[src/sv/jsc_pkg.sv]
`timescale 1ns / 1ps
// ----------------------------------------------------------------------------
// jsc_pkg
// Shared types, constants and helper functions of the julia set pixel colorer.
// ----------------------------------------------------------------------------
package jsc_pkg;

   localparam int SCREEN_WIDTH  = 480;
   localparam int SCREEN_HEIGHT = 320;
   localparam int FRAC_BITS     = 28;
   localparam int ITER_LIMIT    = 1023;

   localparam int FX_W    = 32;
   localparam int PROD_W  = 2 * FX_W;
   localparam int SQ_W    = PROD_W - FRAC_BITS;
   localparam int SUM_W   = SQ_W + 2;
   localparam int ITER_W  = 10;
   localparam int PIX_W   = 9;
   localparam int COLOR_W = 16;
   localparam int IDX_W   = 3;

   // register indexes
   localparam logic [IDX_W-1:0] CSR_C_REAL   = 3'd0;
   localparam logic [IDX_W-1:0] CSR_C_IMAG   = 3'd1;
   localparam logic [IDX_W-1:0] CSR_SHIFT_X  = 3'd2;
   localparam logic [IDX_W-1:0] CSR_SHIFT_Y  = 3'd3;
   localparam logic [IDX_W-1:0] CSR_MAX_ITER = 3'd4;

   localparam logic signed [FX_W-1:0] C_REAL_RST   = -32'sd187904819;
   localparam logic signed [FX_W-1:0] C_IMAG_RST   = 32'sd72518324;
   localparam logic [ITER_W-1:0]      MAX_ITER_RST = 10'd200;

   localparam logic signed [FX_W-1:0] FX_MAX = {1'b0, {(FX_W-1){1'b1}}};
   localparam logic signed [FX_W-1:0] FX_MIN = {1'b1, {(FX_W-1){1'b0}}};
   localparam logic signed [SUM_W-1:0] ESC_BOUND = SUM_W'(64'd4 << FRAC_BITS);

   // pixel step is 3*2^F/480 = 2*2^F/320 = 2^23/5 on both axes
   localparam int STEP_DEN   = 5;
   localparam int STEP_SHIFT = 23;
   localparam int RECIP      = 205;
   localparam int RECIP_SH   = 10;
   localparam int X_CENTER_Q = SCREEN_WIDTH / 2 / STEP_DEN;
   localparam int Y_CENTER_Q = SCREEN_HEIGHT / 2 / STEP_DEN;
   localparam logic [STEP_SHIFT-1:0] FRAC_R1 = STEP_SHIFT'((64'd1 << STEP_SHIFT) * 1 / STEP_DEN);
   localparam logic [STEP_SHIFT-1:0] FRAC_R2 = STEP_SHIFT'((64'd1 << STEP_SHIFT) * 2 / STEP_DEN);
   localparam logic [STEP_SHIFT-1:0] FRAC_R3 = STEP_SHIFT'((64'd1 << STEP_SHIFT) * 3 / STEP_DEN);
   localparam logic [STEP_SHIFT-1:0] FRAC_R4 = STEP_SHIFT'((64'd1 << STEP_SHIFT) * 4 / STEP_DEN);

   typedef logic signed [FX_W-1:0] fx_type;
   typedef logic signed [SQ_W-1:0] sq_type;

   typedef struct packed {
      fx_type              c_real;
      fx_type              c_imag;
      fx_type              shift_x;
      fx_type              shift_y;
      logic [ITER_W-1:0]   max_iter;
   } cfg_type;

   typedef enum logic [5:0] {
      S_IDLE = 6'b000001,
      S_SQR  = 6'b000010,
      S_SQI  = 6'b000100,
      S_CHK  = 6'b001000,
      S_MRI  = 6'b010000,
      S_UPD  = 6'b100000
   } state_type;

   function automatic fx_type sat_fx(input logic signed [SUM_W+1:0] v);
      if (v > (SUM_W+2)'(FX_MAX)) begin
         return FX_MAX;
      end else if (v < (SUM_W+2)'(FX_MIN)) begin
         return FX_MIN;
      end
      return FX_W'(v);
   endfunction

   // floor((p - center) * 2^23 / 5) + shift, saturated
   function automatic fx_type start_coord(input logic [PIX_W-1:0] p,
                                          input logic [6:0] center_q,
                                          input fx_type shift);
      logic [17:0]            prod;
      logic [6:0]             q;
      logic [2:0]             r;
      logic signed [7:0]      qs;
      logic [STEP_SHIFT-1:0]  fr;
      logic signed [33:0]     sum;
      prod = 18'(p) * 18'(RECIP);
      q    = prod[RECIP_SH+6:RECIP_SH];
      r    = 3'(p - 9'(9'(q) * 9'(STEP_DEN)));
      qs   = $signed({1'b0, q}) - $signed({1'b0, center_q});
      case (r)
         3'd1:    fr = FRAC_R1;
         3'd2:    fr = FRAC_R2;
         3'd3:    fr = FRAC_R3;
         3'd4:    fr = FRAC_R4;
         default: fr = '0;
      endcase
      sum = (34'(qs) <<< STEP_SHIFT) + $signed(34'(fr)) + 34'(shift);
      return sat_fx((SUM_W+2)'(sum));
   endfunction

   function automatic logic [COLOR_W-1:0] hue_color(input logic [7:0] h);
      logic [10:0] h6;
      logic [2:0]  sector;
      logic [7:0]  f;
      logic [16:0] fall_arg;
      logic [16:0] rise_arg;
      logic [31:0] fall_prod;
      logic [31:0] rise_prod;
      logic [7:0]  qq;
      logic [7:0]  tt;
      logic [7:0]  r;
      logic [7:0]  g;
      logic [7:0]  b;
      h6        = 11'(h) * 11'd6;
      sector    = h6[10:8];
      f         = h6[7:0];
      fall_arg  = 17'd65536 - 17'(17'd255 * 17'(f));
      rise_arg  = 17'd65536 - 17'(17'd255 * (17'd256 - 17'(f)));
      fall_prod = 32'd65025 * 32'(fall_arg);
      rise_prod = 32'd65025 * 32'(rise_arg);
      qq        = fall_prod[31:24];
      tt        = rise_prod[31:24];
      case (sector)
         3'd0:    begin r = 8'd254; g = tt;     b = 8'd0;   end
         3'd1:    begin r = qq;     g = 8'd254; b = 8'd0;   end
         3'd2:    begin r = 8'd0;   g = 8'd254; b = tt;     end
         3'd3:    begin r = 8'd0;   g = qq;     b = 8'd254; end
         3'd4:    begin r = tt;     g = 8'd0;   b = 8'd254; end
         default: begin r = 8'd254; g = 8'd0;   b = qq;     end
      endcase
      return {r[7:3], g[7:2], b[7:3]};
   endfunction

endpackage

[src/sv/jsc_csr.sv]
`timescale 1ns / 1ps
// ----------------------------------------------------------------------------
// jsc_csr
// Configuration registers: julia constant, view offset and iteration limit.
// ----------------------------------------------------------------------------
module jsc_csr (
   input  logic                        clock,
   input  logic                        reset,
   input  logic                        csr_valid,
   output logic                        csr_ready,
   input  logic [jsc_pkg::IDX_W-1:0]   csr_index,
   input  logic [jsc_pkg::FX_W-1:0]    csr_wdata,
   output jsc_pkg::cfg_type            cfg
);
   import jsc_pkg::*;

   cfg_type cfg_ff;
   cfg_type cfg_in;

   assign csr_ready = 1'b1;
   assign cfg       = cfg_ff;

   always_comb begin
      cfg_in = cfg_ff;
      if (csr_valid && csr_ready) begin
         case (csr_index)
            CSR_C_REAL:   cfg_in.c_real   = $signed(csr_wdata);
            CSR_C_IMAG:   cfg_in.c_imag   = $signed(csr_wdata);
            CSR_SHIFT_X:  cfg_in.shift_x  = $signed(csr_wdata);
            CSR_SHIFT_Y:  cfg_in.shift_y  = $signed(csr_wdata);
            CSR_MAX_ITER: cfg_in.max_iter = csr_wdata[ITER_W-1:0];
            default:      cfg_in = cfg_ff;
         endcase
      end
   end

   always_ff @(posedge clock) begin
      if (reset) begin
         cfg_ff.c_real   <= C_REAL_RST;
         cfg_ff.c_imag   <= C_IMAG_RST;
         cfg_ff.shift_x  <= '0;
         cfg_ff.shift_y  <= '0;
         cfg_ff.max_iter <= MAX_ITER_RST;
      end else begin
         cfg_ff <= cfg_in;
      end
   end

endmodule

[src/sv/jsc_mul.sv]
`timescale 1ns / 1ps
// ----------------------------------------------------------------------------
// jsc_mul
// Shared signed fixed point multiplier, registered, result floored to the
// fraction width.
// ----------------------------------------------------------------------------
module jsc_mul (
   input  logic              clock,
   input  jsc_pkg::fx_type   mul_a,
   input  jsc_pkg::fx_type   mul_b,
   output jsc_pkg::sq_type   mul_q
);
   import jsc_pkg::*;

   logic signed [PROD_W-1:0] prod_ff;
   logic signed [PROD_W-1:0] prod_in;

   assign prod_in = PROD_W'(mul_a) * PROD_W'(mul_b);
   // dropping the low bits of a two's complement product is a floor
   assign mul_q   = prod_ff[PROD_W-1:FRAC_BITS];

   always_ff @(posedge clock) begin
      prod_ff <= prod_in;
   end

endmodule

[src/sv/jsc_core.sv]
`timescale 1ns / 1ps
// ----------------------------------------------------------------------------
// jsc_core
// Escape time sequencer: start point, iteration z = z*z + c on the shared
// multiplier, escape test and coloring.
// ----------------------------------------------------------------------------
module jsc_core (
   input  logic                          clock,
   input  logic                          reset,
   input  logic                          start,
   output logic                          busy,
   input  logic [jsc_pkg::PIX_W-1:0]     req_pixel_x,
   input  logic [jsc_pkg::PIX_W-1:0]     req_pixel_y,
   output logic                          rsp_valid,
   output logic [jsc_pkg::COLOR_W-1:0]   rsp_color,
   output logic [jsc_pkg::ITER_W-1:0]    rsp_iter_count,
   input  jsc_pkg::cfg_type              cfg
);
   import jsc_pkg::*;

   state_type           state_ff, state_in;
   fx_type              re_ff, re_in;
   fx_type              im_ff, im_in;
   sq_type              rr_ff, rr_in;
   sq_type              ii_ff, ii_in;
   logic [ITER_W-1:0]   n_ff, n_in;
   logic [ITER_W-1:0]   limit_ff, limit_in;
   logic                first_ff, first_in;
   logic                rsp_valid_ff, rsp_valid_in;
   logic [COLOR_W-1:0]  rsp_color_ff, rsp_color_in;
   logic [ITER_W-1:0]   rsp_count_ff, rsp_count_in;

   fx_type              mul_a;
   fx_type              mul_b;
   sq_type              mul_q;
   logic [ITER_W-1:0]   eff_limit;
   logic signed [SUM_W-1:0] mag;
   logic                escaped;

   jsc_mul u_mul (
      .clock (clock),
      .mul_a (mul_a),
      .mul_b (mul_b),
      .mul_q (mul_q)
   );

   always_comb begin
      case (state_ff)
         S_SQI:   begin mul_a = im_ff; mul_b = im_ff; end
         S_MRI:   begin mul_a = re_ff; mul_b = im_ff; end
         default: begin mul_a = re_ff; mul_b = re_ff; end
      endcase
   end

   assign eff_limit = (32'(cfg.max_iter) > ITER_LIMIT) ? ITER_W'(ITER_LIMIT) : cfg.max_iter;
   assign mag       = SUM_W'(rr_ff) + SUM_W'(mul_q);
   assign escaped   = mag > ESC_BOUND;

   always_comb begin
      state_in     = state_ff;
      re_in        = re_ff;
      im_in        = im_ff;
      rr_in        = rr_ff;
      ii_in        = ii_ff;
      n_in         = n_ff;
      limit_in     = limit_ff;
      first_in     = first_ff;
      rsp_valid_in = 1'b0;
      rsp_color_in = rsp_color_ff;
      rsp_count_in = rsp_count_ff;
      case (state_ff)
         S_IDLE: begin
            if (start) begin
               re_in    = start_coord(req_pixel_x, 7'(X_CENTER_Q), cfg.shift_x);
               im_in    = start_coord(req_pixel_y, 7'(Y_CENTER_Q), cfg.shift_y);
               n_in     = '0;
               limit_in = eff_limit;
               first_in = 1'b1;
               if (eff_limit == '0) begin
                  rsp_valid_in = 1'b1;
                  rsp_color_in = '0;
                  rsp_count_in = '0;
               end else begin
                  state_in = S_SQR;
               end
            end
         end
         S_SQR: begin
            state_in = S_SQI;
         end
         S_SQI: begin
            rr_in    = mul_q;
            state_in = S_CHK;
         end
         S_CHK: begin
            ii_in = mul_q;
            if (first_ff) begin
               first_in = 1'b0;
               state_in = S_MRI;
            end else if (escaped) begin
               rsp_valid_in = 1'b1;
               rsp_color_in = hue_color(n_ff[7:0]);
               rsp_count_in = n_ff;
               state_in     = S_IDLE;
            end else if (n_ff + 1'b1 == limit_ff) begin
               rsp_valid_in = 1'b1;
               rsp_color_in = '0;
               rsp_count_in = limit_ff;
               state_in     = S_IDLE;
            end else begin
               n_in     = n_ff + 1'b1;
               state_in = S_MRI;
            end
         end
         S_MRI: begin
            state_in = S_UPD;
         end
         S_UPD: begin
            re_in    = sat_fx((SUM_W+2)'(rr_ff) - (SUM_W+2)'(ii_ff) + (SUM_W+2)'(cfg.c_real));
            im_in    = sat_fx(((SUM_W+2)'(mul_q) <<< 1) + (SUM_W+2)'(cfg.c_imag));
            state_in = S_SQR;
         end
         default: begin
            state_in = S_IDLE;
         end
      endcase
   end

   always_ff @(posedge clock) begin
      if (reset) begin
         state_ff     <= S_IDLE;
         rsp_valid_ff <= 1'b0;
         first_ff     <= 1'b0;
         n_ff         <= '0;
         limit_ff     <= '0;
      end else begin
         state_ff     <= state_in;
         rsp_valid_ff <= rsp_valid_in;
         first_ff     <= first_in;
         n_ff         <= n_in;
         limit_ff     <= limit_in;
      end
   end

   always_ff @(posedge clock) begin
      re_ff        <= re_in;
      im_ff        <= im_in;
      rr_ff        <= rr_in;
      ii_ff        <= ii_in;
      rsp_color_ff <= rsp_color_in;
      rsp_count_ff <= rsp_count_in;
   end

   assign busy           = (state_ff != S_IDLE);
   assign rsp_valid      = rsp_valid_ff;
   assign rsp_color      = rsp_color_ff;
   assign rsp_iter_count = rsp_count_ff;

`ifndef SYNTHESIS
   a_start_leaves_idle: assert property (@(posedge clock) disable iff (reset)
      start && !busy |=> busy || rsp_valid)
      else $error("accepted word neither started nor answered");

   a_rsp_after_check: assert property (@(posedge clock) disable iff (reset)
      rsp_valid |-> state_ff == S_IDLE && ($past(state_ff) == S_CHK || $past(state_ff) == S_IDLE))
      else $error("result strobe outside check exit");

   a_count_bounded: assert property (@(posedge clock) disable iff (reset)
      rsp_valid |-> rsp_iter_count <= limit_ff)
      else $error("iteration count above limit");

   a_black_at_limit: assert property (@(posedge clock) disable iff (reset)
      rsp_valid && rsp_color == '0 |-> rsp_iter_count == limit_ff)
      else $error("black pixel that escaped");

   a_counter_in_range: assert property (@(posedge clock) disable iff (reset)
      busy |-> n_ff < limit_ff)
      else $error("iteration counter ran past limit");
`endif

endmodule

[src/sv/julia_set_pixel_color_top.sv]
`timescale 1ns / 1ps
// ----------------------------------------------------------------------------
// julia_set_pixel_color_top
// Julia set escape time pixel colorer with RGB565 hue output.
// ----------------------------------------------------------------------------
// A pixel word is taken when start is high and busy is low; unless max_iter
// is zero, busy then stays high until the result strobe. One 32x32
// multiplier, used three times per iteration, sets the pace: the start point
// is squared first, then each iteration forms the cross product, updates z,
// squares both parts and tests for escape. A max_iter of zero answers black
// with a count of zero and no iteration. rsp_valid is high for exactly one
// cycle per pixel and the receiver cannot stall it; a new pixel may be
// started in that same cycle. The user must write configuration only
// while busy is low and no result is pending; the block does not enforce it.
// ----------------------------------------------------------------------------
module julia_set_pixel_color_top (
   input  logic                          clock,
   input  logic                          reset,
   input  logic                          start,
   output logic                          busy,
   input  logic [jsc_pkg::PIX_W-1:0]     req_pixel_x,
   input  logic [jsc_pkg::PIX_W-1:0]     req_pixel_y,
   output logic                          rsp_valid,
   output logic [jsc_pkg::COLOR_W-1:0]   rsp_color,
   output logic [jsc_pkg::ITER_W-1:0]    rsp_iter_count,
   input  logic                          csr_valid,
   output logic                          csr_ready,
   input  logic [jsc_pkg::IDX_W-1:0]     csr_index,
   input  logic [jsc_pkg::FX_W-1:0]      csr_wdata
);
   import jsc_pkg::*;

   cfg_type cfg;

   jsc_csr u_csr (
      .clock     (clock),
      .reset     (reset),
      .csr_valid (csr_valid),
      .csr_ready (csr_ready),
      .csr_index (csr_index),
      .csr_wdata (csr_wdata),
      .cfg       (cfg)
   );

   jsc_core u_core (
      .clock          (clock),
      .reset          (reset),
      .start          (start),
      .busy           (busy),
      .req_pixel_x    (req_pixel_x),
      .req_pixel_y    (req_pixel_y),
      .rsp_valid      (rsp_valid),
      .rsp_color      (rsp_color),
      .rsp_iter_count (rsp_iter_count),
      .cfg            (cfg)
   );

endmodule

[config.mk]
export PLATFORM = sky130hd
export DESIGN_NAME = julia_set_pixel_color_top
export DESIGN_NICKNAME = d
export VERILOG_FILES = /design/src/sv/jsc_pkg.sv /design/src/sv/jsc_csr.sv /design/src/sv/jsc_mul.sv /design/src/sv/jsc_core.sv /design/src/sv/julia_set_pixel_color_top.sv
export SDC_FILE = /design/constraint.sdc
export NUM_CORES = 2
export LEC_CHECK = 0
export BUFFER_PORTS_ARGS = -buffer_cell sky130_fd_sc_hd__buf_2
export CORE_AREA = 2 2 545 547
export CTS_BUF_LIST = sky130_fd_sc_hd__clkbuf_4
export DETAILED_ROUTE_END_ITERATION = 16
export DIE_AREA = 0 0 547 549
export RECOVER_POWER = 100
export SETUP_SLACK_MARGIN = 0.05
export SLEW_MARGIN = 20
export SYNTH_ARGS = -nofsm -noshare
export SYNTH_HDL_FRONTEND = slang
export SYNTH_HIERARCHICAL = 1
export SYNTH_SLANG_ARGS = --single-unit
[constraint.sdc]
create_clock -name clock -period 19.51 [get_ports clock]
set_input_delay 3.902 -clock clock [delete_from_list [all_inputs] [get_ports clock]]
set_output_delay 3.902 -clock clock [all_outputs]
set_load 0.02 [all_outputs]
After elaboration in Yosys (flattened, before gate mapping)
Cells that the tools add are included.
{"block": "op_classes", "n_addsub": 16, "mul": 10, "magnitude_cmp": 9, "eq_ne": 31, "n_mux": 72, "reduce_logical": 21}
{"operator": "$mux 32", "n": 16}
{"operator": "$pmux 23 s4", "n": 2}
{"operator": "$pmux 32 s2", "n": 2}
{"operator": "$mux 23", "n": 4}
{"operator": "$mux 10", "n": 9}
{"operator": "$gt 40x32->1 const B", "n": 2}
{"operator": "$lt 40x32->1 const B", "n": 2}
{"operator": "$mux 16", "n": 5}
{"operator": "$add 37x32->38", "n": 2}
{"operator": "$pmux 8 s3", "n": 3}
{"operator": "$gt 34x32->1 const B", "n": 2}
{"operator": "$lt 34x32->1 const B", "n": 2}
{"operator": "$add 32x32->33", "n": 2}
{"operator": "$add 31x24->32", "n": 2}
{"operator": "$mul 16x17->32 const A", "n": 2}
{"operator": "$mul 32x32->64", "n": 1}
{"operator": "$pmux 10 s2", "n": 2}
{"operator": "$gt 38x32->1 const B", "n": 1}
{"operator": "$add 36x36->37", "n": 1}
{"operator": "$sub 36x36->37", "n": 1}
{"operator": "$pmux 6 s6", "n": 1}
{"operator": "$mul 9x8->17 const B", "n": 2}
{"operator": "$pmux 16 s2", "n": 1}
{"operator": "$eq 3x2->1 const B", "n": 8}
{"operator": "other kinds (33)", "n": 84}
{"block": "word_totals", "register_bits": 392, "inputBits": 57, "out_inout_bits": 29}

Logic depth before layout (Yosys ltp)
{"block": "logic_depth", "ltp_word": 17, "depth_mapped": 50, "depth_no_buf": 50}

Cells and area by module
Netlist, hierarchy kept.
{"mod": "jsc_mul", "instances": 1, "cells_per_inst": 3884, "area_each_um2": 36545.0, "seq_area_each_um2": 720.7}
{"mod": "jsc_core", "instances": 1, "cells_per_inst": 3565, "area_each_um2": 31330.0, "seq_area_each_um2": 5425.2}
{"mod": "jsc_csr", "instances": 1, "cells_per_inst": 516, "area_each_um2": 5497.8, "seq_area_each_um2": 2762.6}

Worst setup path after synthesis
No wires, ideal clock.
{"block": "synth_timing", "path_type": "reg-to-reg", "from": "register u_core.n_ff[0]", "to": "register u_core.rsp_color_ff[14] (netlist: u_core/rsp_color[14]), data pin", "setup_time_ps": 268, "arrival_ps": 12557, "path_slack_ps": 6685, "stages_incl_launch_ff": 49, "n_path_buf": 1, "path_cell_list": "dfxtp_1 -> clkbuf_1 -> clkinv_1 -> ha_1 -> inv_1 -> ha_1 -> nand2_1 -> nor3_1 -> nor3b_1 -> inv_1 -> fa_1 -> fa_1 -> inv_1 -> fa_1 -> inv_1 -> fa_1 -> inv_1 -> fa_1 -> [... 13 more ...] -> inv_1 -> fa_1 -> fa_1 -> inv_1 -> fa_1 -> inv_1 -> ha_1 -> ha_1 -> ha_1 -> nand3_1 -> a2111oi_0 -> a221o_1 -> a31o_2 -> a21o_1 -> a21oi_1 -> xor2_1 -> nor2b_1 -> nor4_1"}
{"block": "synth_between", "elab_chain_len": 9, "word_cells_on_any_way": 17}
{"item": "start, declared", "line_no": "jsc_core.sv:26", "source": "logic [ITER_W-1:0] n_ff, n_in;"}
{"item": "start signal, assigned", "line_no": "jsc_core.sv:140", "source": "n_ff <= n_in;"}
{"item": "$mul 8x2->10 (*)", "line_no": "jsc_pkg.sv:116", "source": "h6 = 11'(h) * 11'd6;"}
{"item": "$sub 9x8->10", "line_no": "jsc_pkg.sv:120", "source": "rise_arg = 17'd65536 - 17'(17'd255 * (17'd256 - 17'(f)));"}
{"item": "$mul 8x17->17", "line_no": "jsc_pkg.sv:120"}
{"item": "$sub 17x17->17", "line_no": "jsc_pkg.sv:120"}
{"item": "$mul 16x17->32", "line_no": "jsc_pkg.sv:122", "source": "rise_prod = 32'd65025 * 32'(rise_arg);"}
{"item": "$pmux 8 s3 (*)", "line_no": "jsc_pkg.sv:125", "source": "case (sector)"}
{"item": "$mux 16 (*)", "line_no": "jsc_core.sv:100", "source": "end else if (escaped) begin"}
{"item": "$mux 16 (*)", "line_no": "jsc_core.sv:97", "source": "if (first_ff) begin"}
{"item": "$pmux 16 s2 (*)", "line_no": "jsc_core.sv:71", "source": "case (state_ff)"}
{"item": "end signal, assigned", "line_no": "jsc_core.sv:150", "source": "rsp_color_ff <= rsp_color_in;"}
{"item": "end, declared", "line_no": "jsc_core.sv:30", "source": "logic [COLOR_W-1:0] rsp_color_ff, rsp_color_in;"}
Mark *: on every way between the ends. The rest lies on a longest branch, timed or not. The select of a mux whose other input is x is not followed.
A chain may end at the register's enable or synchronous reset.

Worst setup path after layout
{"block": "layout_timing", "from": "register u_core.state_ff[5]", "to": "register u_core.u_mul.prod_ff[59]"}
{"block": "layout_between", "word_cells_on_any_way": 6}
{"item": "start, declared", "line_no": "jsc_core.sv:21", "source": "state_type state_ff, state_in;"}
{"item": "start signal, assigned", "line_no": "jsc_core.sv:137", "source": "state_ff <= state_in;"}
{"item": "$eq 6x3->1", "line_no": "jsc_core.sv:48", "source": "case (state_ff)"}
{"item": "$mux 32", "line_no": "jsc_core.sv:48"}
{"item": "net u_core.mul_a[14]", "line_no": "jsc_core.sv:33", "source": "fx_type mul_a;"}
{"item": "$mul 32x32->64", "line_no": "jsc_mul.sv:18", "source": "assign prod_in = PROD_W'(mul_a) * PROD_W'(mul_b);"}
{"item": "net u_core.u_mul.prod_in[59]", "line_no": "jsc_mul.sv:16", "source": "logic signed [PROD_W-1:0] prod_in;"}
{"item": "end signal, assigned", "line_no": "jsc_mul.sv:23", "source": "prod_ff <= prod_in;"}
{"item": "end, declared", "line_no": "jsc_mul.sv:15", "source": "logic signed [PROD_W-1:0] prod_ff;"}
The timed path passes the listed nets, and every way through them passes these cells.

==> flow_summary.json <==
{
  "status": "complete, but fails checks",
  "violations": "max-capacitance violations, max-slew violations",
  "first_global_vias": 57200,
  "clk_pin_slew_worst_paths_ns": 0.07,
  "place_hpwl_um": 172000,
  "synthCells": 7965,
  "die_h_um": 549,
  "dpl-instance-area_sq_mm": 0.0781,
  "worstRegToRegCells": 29,
  "avgSynthCellArea_sq_um": 9.21,
  "r2r-start": "u_core/state_ff[5]",
  "synthesis.area_sq_mm": 0.0734,
  "cts_tree": "yes",
  "die_w_um": 547,
  "yosysWarningCount": 6,
  "tns_ns": 0,
  "cp-end-kind": "flip-flop",
  "hp-start": "u_csr/cfg[8]",
  "vias": 55200,
  "cp.required_ns": 20.38,
  "grt_max_degree": 79,
  "numClockSinks": 364,
  "tightest_slew_ns": 4.62,
  "drt-total-wl_um": 221000,
  "fin_area_sq_mm": 0.0794,
  "worstReg2RegEnd": "u_core/u_mul/prod_ff[59]",
  "synth_cell_types": 103,
  "synth_ff_type": "dfxtp_1",
  "portBuffers": 84,
  "dpl.cell_count": 11700,
  "synth-edff-count": 162,
  "worstSetupPathType": "flip-flop to flip-flop",
  "rsz0062_at_grt": "false",
  "rows": 200,
  "cts_buffer_depth": 3,
  "die_area_sq_mm": 0.300,
  "async_flop_share": 0,
  "antenna_found_initial": 23,
  "first_pass_iters": 6,
  "avgViaCountPerCell": 4.62,
  "min_period_ns": 15.64,
  "h-tree-depth": 3,
  "setup_viol": 0,
  "ys_ff_latch": 364,
  "fmax_mhz": 63.9,
  "crit_path_frequent_cell": "fa_1",
  "cp_num_buf_inv": 7,
  "area_growth_pct": 8.25,
  "final_net_count": 9981,
  "holdPathStages": 2,
  "cp.arrival_ns": 16.51,
  "cts_setup_buffers": 0,
  "start_util": 0.249,
  "root_buffer": "clkbuf_4",
  "relSlewSlack": -2.11,
  "post_drt_wl_per_cell_um": 18.5,
  "antenna_left": 0,
  "finalNonFillerCells": 11900,
  "drt_iter0_drc": 4241,
  "hold_viol": 0,
  "numCtsBuffers": 101,
  "globalplace.congestion": 0.931,
  "fin_util": 0.269,
  "gr-usage-all-layers": 0.147,
  "grt-ovfl-total": 0,
  "hp-class": "flip-flop to flip-flop",
  "slowest_delay_ns": 2.33,
  "cts.repair.resized": 0,
  "syn-num-nets": 10000,
  "drv_cap": 16,
  "pin_count": 86,
  "startpoint_type": "flip-flop",
  "worst_clock_skew_ns": 0.152,
  "synth_seq_area_share": 0.121,
  "crit_path_max_fanout": 53,
  "grt_pass1_wl_um": 343000,
  "cts_hold_buf": 0,
  "maxSlewViolCount": 642,
  "clkLatencyLatePin_ns": 1.04,
  "crit_slowest_cell": "clkbuf_1",
  "fillers": 31600,
  "r2r_setup_slack_ns": 3.87,
  "core_area_sq_mm": 0.295,
  "holdPathEnd": "u_core/limit_ff[8]",
  "cp_top_family": "buffers and inverters",
  "timing.final.crit_share": 0.802,
  "drive_gt1_frac": 0.0501,
  "drc": 0
}
[stage by stage]
stage / hold slack, ns / setup slack [ns]
finish: 0.475 / 3.87
global route: 0.494 / 3.00
CTS: 0.479 / 5.30
detailed placement: 0.466 / 5.39
global placement: 0.462 / 5.64
floorplan: 0.445 / 6.69
[cells by family (layout without fill, tap and decap cells)]
| kind of cell | after synthesis | after routing | share of synthesized area |
|---|---|---|---|
| AOI/OAI and AO/OA | 997 | 997 | 0.0899 |
| xor gates and xnor gates | 309 | 309 | 0.0370 |
| adders and majority gates | 2016 | 2016 | 0.478 |
| buffers and inverters | 1894 | 1921 | 0.0986 |
| DFF | 364 | 364 | 0.121 |
| muxes | 197 | 197 | 0.0276 |
| other | 1 | 11 | 0.0000511 |
| and+or+nand+nor | 2187 | 2187 | 0.148 |
[synthesized netlist by cell type, types with 34 or more instances]
master	instances	area share
a21o_1	166	0.017
a21oi_1	330	0.023
a31oi_1	36	0.0031
and2_1	538	0.046
and3_1	40	0.0034
clkbuf_1	272	0.014
dfxtp_1	202	0.055
edfxtp_1	162	0.066
fa_1	1307	0.36
ha_1	709	0.12
inv_1	1565	0.080
mux2_2	40	0.0061
mux2i_1	157	0.021
nand2_1	861	0.044
nand2b_1	172	0.015
nand3_1	66	0.0045
nand4_1	44	0.0038
nor2_1	267	0.014
nor3_1	62	0.0042
o21a_1	34	0.0035
o21ai_0	126	0.0086
xnor2_1	197	0.024
xor2_1	111	0.013
[layout make-up]
cell class,instances,area (sq um),area share
Antenna cell,10,25.0,0.000315
Clock buffer,142,1070,0.0134
Clock inverter,45,353,0.00444
Inverter,1568,5890,0.0741
Multi-Input combinational cell,5707,57300,0.722
Sequential cell,364,8910,0.112
Tap cell,3939,4930,0.0621
Timing Repair Buffer,166,947,0.0119
[state kept, by name, summed over array words and instances (netlist names)]
signal and count:
u_core/first_ff 1, u_core/n_ff 10, u_core/rsp_iter_count 10, u_core/ii_ff 36, u_core/u_mul/prod_ff 36, u_core/rsp_color 16, u_core/rsp_valid 1, u_core/re_ff 32
u_csr/cfg 138, u_core/limit_ff 10, u_core/im_ff 32, u_core/state_ff 6, u_core/rr_ff 36
[how the worst max path moves through the flow]
stage	from	endpoint	slack, ns	depth (start not counted)
2_1_floorplan	u_core/n_ff[0]	u_core/rsp_color[14]	6.69	48
6_report	u_core/state_ff[5]	u_core/u_mul/prod_ff[59]	3.87	29
3_5_place_dp	u_core/n_ff[0]	u_core/rsp_color[3]	5.39	48
5_1_grt	u_core/n_ff[0]	u_core/rsp_color[9]	3.00	47
3_3_place_gp	u_core/n_ff[0]	u_core/rsp_color[14]	5.64	48
4_1_cts	u_core/n_ff[0]	u_core/rsp_color[9]	5.30	47
[cells in the final DEF, fill, tap and decap left out, types with 45 or more instances in the layout]
master / count
a21o_1: 166
a21oi_1: 330
and2_1: 536
buf_2: 52
buf_4: 69
clkbuf_1: 45
clkbuf_4: 142
dfxtp_1: 202
edfxtp_1: 162
fa_1: 1307
ha_1: 709
inv_1: 1565
mux2i_1: 156
nand2_1: 843
nand2b_1: 172
nand3_1: 66
nor2_1: 267
nor3_1: 62
o21ai_0: 130
xnor2_1: 197
xor2_1: 111
[worst reg2reg max path: cells and delay by family (launching register included)]
family	cells	cell delay [ns]
buffers and inverters	7	5.77
adder cells (fa/ha/maj)	9	4.79
AND/OR/NAND/NOR	8	2.29
AO/OA/AOI/OAI	4	2.17
flip-flops	1	0.35
XOR/XNOR	1	0.17
[metal layers]
layer  wire length (um)  GRT usage
met4               8290     0.0497
met2             104000      0.248
met5                 49          0
met3              17300     0.0289
met1              91600      0.188
Power is not shown: default switching activity piles up to over one toggle a cycle in this logic, so the estimate is an artifact.
